==> config.mk <==
export PLATFORM = sky130hd
export DESIGN_NAME = imm_cell
export DESIGN_NICKNAME = d
export VERILOG_FILES = /design/src/hdl/imm_pkg.sv /design/src/hdl/imm_cell.sv
export SDC_FILE = /design/constraint.sdc
export NUM_CORES = 2
export LEC_CHECK = 0
export CAP_MARGIN = 20
export CORE_MARGIN = 5
export CORE_UTILIZATION = 65
export DETAILED_ROUTE_END_ITERATION = 8
export DONT_BUFFER_PORTS = 1
export GPL_ROUTABILITY_DRIVEN = 1
export PLACE_DENSITY = 0.81
export SLEW_MARGIN = 20
export SYNTH_ARGS = -nofsm -noshare
export SYNTH_HDL_FRONTEND = slang
export SYNTH_SLANG_ARGS = --single-unit
==> constraint.sdc <==
create_clock -name i_clk -period 11.2 [get_ports i_clk]
set_input_delay 0 -clock i_clk [delete_from_list [all_inputs] [get_ports i_clk]]
set_output_delay 0 -clock i_clk [all_outputs]
set_load 0.005 [all_outputs]
==> src/hdl/imm_pkg.sv <==
package imm_pkg;

    localparam int DATA_W = 32;
    localparam int IDX_W  = 3;
    localparam int CFG_W  = 4;
    localparam int ADDR_W = 4;
    localparam int OUT_W  = 40;

    typedef enum logic [1:0] {
        REG_ROWS_A    = 2'd0,
        REG_INNER_LEN = 2'd1,
        REG_COLS_B    = 2'd2
    } t_reg_idx;

    typedef struct packed {
        logic              v;
        logic [IDX_W-1:0]  t;
        logic [DATA_W-1:0] a;
    } t_link;

    typedef struct packed {
        logic              en;
        logic [IDX_W-1:0]  j;
        logic [IDX_W-1:0]  t;
        logic [DATA_W-1:0] data;
    } t_bwr;

endpackage

==> src/hdl/imm_cell.sv <==
module imm_cell
    import imm_pkg::*;
#(
    parameter int MAX_DIM  = 8,
    parameter int CELL_IDX = 0
) (
    input  logic              i_clk,
    input  logic              i_rst_n,
    input  t_bwr              i_bwr,
    input  t_link             i_link,
    output t_link             o_link,
    output logic [DATA_W-1:0] o_acc
);

    localparam int IW    = (MAX_DIM > 1) ? $clog2(MAX_DIM) : 1;
    localparam int DEPTH = 1 << IW;

    logic [DATA_W-1:0] r_bcol [DEPTH];
    logic [DATA_W-1:0] r_acc;
    logic [DATA_W-1:0] n_acc;
    logic [DATA_W-1:0] w_prod;
    logic              r_v;
    logic [IDX_W-1:0]  r_t;
    logic [DATA_W-1:0] r_a;

    // hold this cell's column of B
    always_ff @(posedge i_clk) begin
        if (i_bwr.en && (i_bwr.j == IDX_W'(CELL_IDX))) begin
            r_bcol[i_bwr.t[IW-1:0]] <= i_bwr.data;
        end
    end

    assign w_prod = i_link.a * r_bcol[i_link.t[IW-1:0]];

    always_comb begin
        n_acc = r_acc;
        if (i_link.v) begin
            n_acc = ((i_link.t == '0) ? '0 : r_acc) + w_prod;
        end
    end

    always_ff @(posedge i_clk) begin
        r_acc <= n_acc;
        r_t   <= i_link.t;
        r_a   <= i_link.a;
    end

    always_ff @(posedge i_clk) begin
        if (!i_rst_n) begin
            r_v <= 1'b0;
        end else begin
            r_v <= i_link.v;
        end
    end

    assign o_link = '{v: r_v, t: r_t, a: r_a};
    assign o_acc  = r_acc;

endmodule

==> results.txt <==
* Result of the run: finished clean
- Sequential area share after synthesis: 32.5%
- The number of pins exceeding their max-slew limit in the final report was 0.
* Number of distinct library cell variants in the gate-level netlist after synthesis: 61
- Synthesized net count: 3010
- Detailed routing inserted a total of 18191 vias.
- Post-layout minimum cycle time: 8530 ps
- CTS clk-pin slew, worst paths: 80 ps
- Post-Synthesis Cells: 2371
* Worst setup SP type: register
- Worst Hold Class: in -> reg
* Final wirelength: 74200 um
* Headroom to the max-slew limit: 25.7%
* Highest achievable clock rate: 117 MHz
- Averaged over all synthesized cells, the footprint is 12.2 sq um.
- Worst Hold Path Cells: 1
- Half-perimeter wire length after placement: 48600 um
- Global routing consumed, on the met1 layer, 39.1% of the routing resources.
- Internal reg-to-reg setup slack: 2670 ps
- Launch point of the worst hold path: i_link[13]
* Post-route DRC violation count: 0
- Fraction of synthesis flops using an asynchronous set or reset pin: 0%
* Layout Nets: 3066
- Before antenna repair, the detailed router went through 5 iterations.
- FP Rows: 77
- In the synthesized netlist, the cells that appear most often are sky130_fd_sc_hd__inv_1, sky130_fd_sc_hd__fa_1, sky130_fd_sc_hd__edfxtp_1.
- Number of I/O pins: 145
* # setup viols final: 0
- Most used standard cell by instance count after synthesis: sky130_fd_sc_hd__inv_1
- Number of warnings printed during yosys synthesis: 0
- Global routing usage summed across all routing layers: 31.6%
- The tree built by TritonCTS fans out to 324 sinks.
* Combined area of all synthesized cells: 0.0288 sq mm
* Number of global-route vias before repair: 20016
- Once the clock tree was built, the resizer swapped 0 gates to a different size.
* Area share of the leading cell type in the synthesized netlist: 30.4%
- After routing, the total negative slack on setup checks comes to 0 ps.
- Clock tree buffer depth: 3
- By startpoint and endpoint, the worst setup path is classified as reg -> reg.
- Compared with the post-synthesis result, the final layout area differs by 9.13%.
- Setup slack closes at 2670 ps.
* Most Used Layer, Global Route: met2
- Routed via count divided by cell count: 5.96
* Number of buffers inserted to repair setup after CTS: 0
- Number of routed nets with antenna violations: 0
- The synthesized design contains 288 enable-type register cells.
- The die covers 0.0487 sq mm.
- Sort of element at the end of the critical path: register
- GR met2 Demand/Resource: 54.1%
- Buffers placed on the I/O ports in this run total 0.
* Synth Register Bits: 324
- The die is 221 um wide.
- Primary flip-flop cell chosen by synthesis mapping: sky130_fd_sc_hd__edfxtp_1
* Unrepaired setup endpoints after global routing: no
- Worst hold slack: 4.89 ps
* Largest net degree at the start of global routing: 77
* WL per Instance: 24.3 um
* Max-cap viol count: 0
* Starting DRT DRC Count: 1541
* Length in cells of the worst reg-to-reg path: 25
- Cell taking the most area after synthesis: sky130_fd_sc_hd__fa_1
- At the placement stage, the worst setup path has a slack of 2850 ps.
- Sorting the synthesized cells by area gives the leading types as sky130_fd_sc_hd__fa_1, sky130_fd_sc_hd__edfxtp_1, sky130_fd_sc_hd__inv_1.
* Number of antenna violations at the first check in global routing: 8
- The first global-routing pass estimated 115000 um of wire.
- Data required time of the worst path: 11560 ps
* Final worst clock skew: 26.5 ps
- The final count of hold timing violations is 0.
- Buffers inserted during clock tree synthesis total 34.
- In this run the standard cell core region covers 0.0440 sq mm.
* Clock insertion delay at the later pin of the skew report: 570 ps
* Worst reg2reg endpoint: o_acc[30]
* Crit-path max FO: 28
- Number of H-tree levels: 2
- Clock root buffer master: sky130_fd_sc_hd__clkbuf_16
- Die Y: 221 um
- Crit share post-route: 76.2%
- After global routing the overflow that remains totals 0.
- Transition at the pin with the smallest max-transition slack: 1080 ps
- Clock tree from TritonCTS: built
- The startpoint identified for the worst register-to-register timing path is r_bcol[5][4].
* GR met3 Demand/Resource: 6.31%
* Arrival time of data at the critical path endpoint: 8890 ps
* Hold-critical path endpoint: r_a[13]
- In the final layout, the share of cells above drive strength 1 is 6.12%.
- Placer congestion estimate: 0.903
- Starting Density: 65.5%
[metrics by stage]
step	util (%)	instances	cell area (sq um)
floorplan	-	2371	28800
global placement	66.7	2887	29400
detailed placement	66.7	2888	29400
CTS	71.4	3044	31500
global route	71.5	3050	31500
finish	71.5	3051	31500
[area by class of cell]
| type | count | area, sq um |
|---|---|---|
| Tap cell | 592 | 741 |
| Clock inverter | 20 | 218 |
| Sequential cell | 324 | 9370 |
| Clock buffer | 41 | 908 |
| Multi-Input combinational cell | 1452 | 17200 |
| Inverter | 492 | 1850 |
| Fill cell | 2907 | 12500 |
| Timing Repair Buffer | 123 | 1170 |
| Antenna cell | 7 | 17.5 |
[how the worst max path moves through the flow]
stage	startpoint	endpoint	slack (ps)	cells past startpoint
after global placement	r_bcol[5][19]	o_acc[31]	3140	22
after global routing	r_bcol[5][4]	o_acc[30]	2410	25
final	r_bcol[5][4]	o_acc[30]	2670	25
after floorplan	i_link[32]	o_acc[25]	3330	31
after CTS	r_bcol[5][4]	o_acc[28]	2850	25
after detailed placement	r_bcol[0][6]	o_acc[28]	2850	24
[cells by family (layout without fill, tap and decap cells)]
kind of cell	count (synthesis)	in the layout	synth area share [%]
compound gates	78	78	2.00
xor+xnor	83	83	2.74
flops	324	324	32.5
mux	97	97	6.30
fa+ha+maj	562	562	35.8
other cells	0	7	0
buf+inv	595	676	8.25
simple gates	632	632	12.5
[state kept, by name, summed over array words and instances, names as in the netlist]
signal,cells
r_a,32
r_v,1
r_bcol,256
o_acc,32
r_t,3
[placed cells by master (no fill, tap or decap), types with 14 or more instances in the layout]
cell type,n
sky130_fd_sc_hd__inv_1,492
sky130_fd_sc_hd__fa_1,438
sky130_fd_sc_hd__edfxtp_1,288
sky130_fd_sc_hd__nor2b_1,202
sky130_fd_sc_hd__and2_1,185
sky130_fd_sc_hd__nand2_1,140
sky130_fd_sc_hd__ha_1,124
sky130_fd_sc_hd__dlygate4sd3_1,94
sky130_fd_sc_hd__xnor2_1,67
sky130_fd_sc_hd__nand2b_1,41
sky130_fd_sc_hd__dfxtp_1,36
sky130_fd_sc_hd__clkbuf_16,35
sky130_fd_sc_hd__mux4_1,33
sky130_fd_sc_hd__buf_4,28
sky130_fd_sc_hd__mux2i_1,24
sky130_fd_sc_hd__mux4_2,21
sky130_fd_sc_hd__a21oi_1,21
sky130_fd_sc_hd__and2b_1,16
sky130_fd_sc_hd__a21o_1,14
[critical path, cell delays in order, from the launching register on]
cell and delay [ps]:
sky130_fd_sc_hd__edfxtp_1 400, sky130_fd_sc_hd__mux4_1 550, sky130_fd_sc_hd__nor2b_1 220, sky130_fd_sc_hd__a221oi_2 100, sky130_fd_sc_hd__buf_4 300, sky130_fd_sc_hd__and2_1 210, sky130_fd_sc_hd__fa_1 500, sky130_fd_sc_hd__fa_1 430
sky130_fd_sc_hd__fa_1 500, sky130_fd_sc_hd__inv_1 60, sky130_fd_sc_hd__fa_1 520, sky130_fd_sc_hd__inv_1 50, sky130_fd_sc_hd__fa_1 500, sky130_fd_sc_hd__inv_1 60, sky130_fd_sc_hd__fa_1 530, sky130_fd_sc_hd__inv_1 60
sky130_fd_sc_hd__fa_1 480, sky130_fd_sc_hd__inv_1 60, sky130_fd_sc_hd__fa_1 480, sky130_fd_sc_hd__inv_1 40, sky130_fd_sc_hd__ha_1 360, sky130_fd_sc_hd__nand4_1 160, sky130_fd_sc_hd__o41ai_1 730, sky130_fd_sc_hd__a211oi_1 250
sky130_fd_sc_hd__or2_2 390, sky130_fd_sc_hd__o311ai_0 370
[repair_timing]
| action | 4_1_cts | 5_1_grt |
|---|---|---|
| setup endpoints to repair | 0 | 0 |
| hold buffers | 95 | 0 |
| hold endpoints to repair | 363 | 0 |
[routing by layer]
layer / vias up / part of all wire [%]
met4: 2 / 5.3
met2: 1026 / 51
met1: 9433 / 35
met3: 227 / 8.4
li1: 7503 / -
met5: - / 0.018
Power is not shown: default switching activity piles up to over one toggle a cycle in this logic, so the estimate is an artifact.
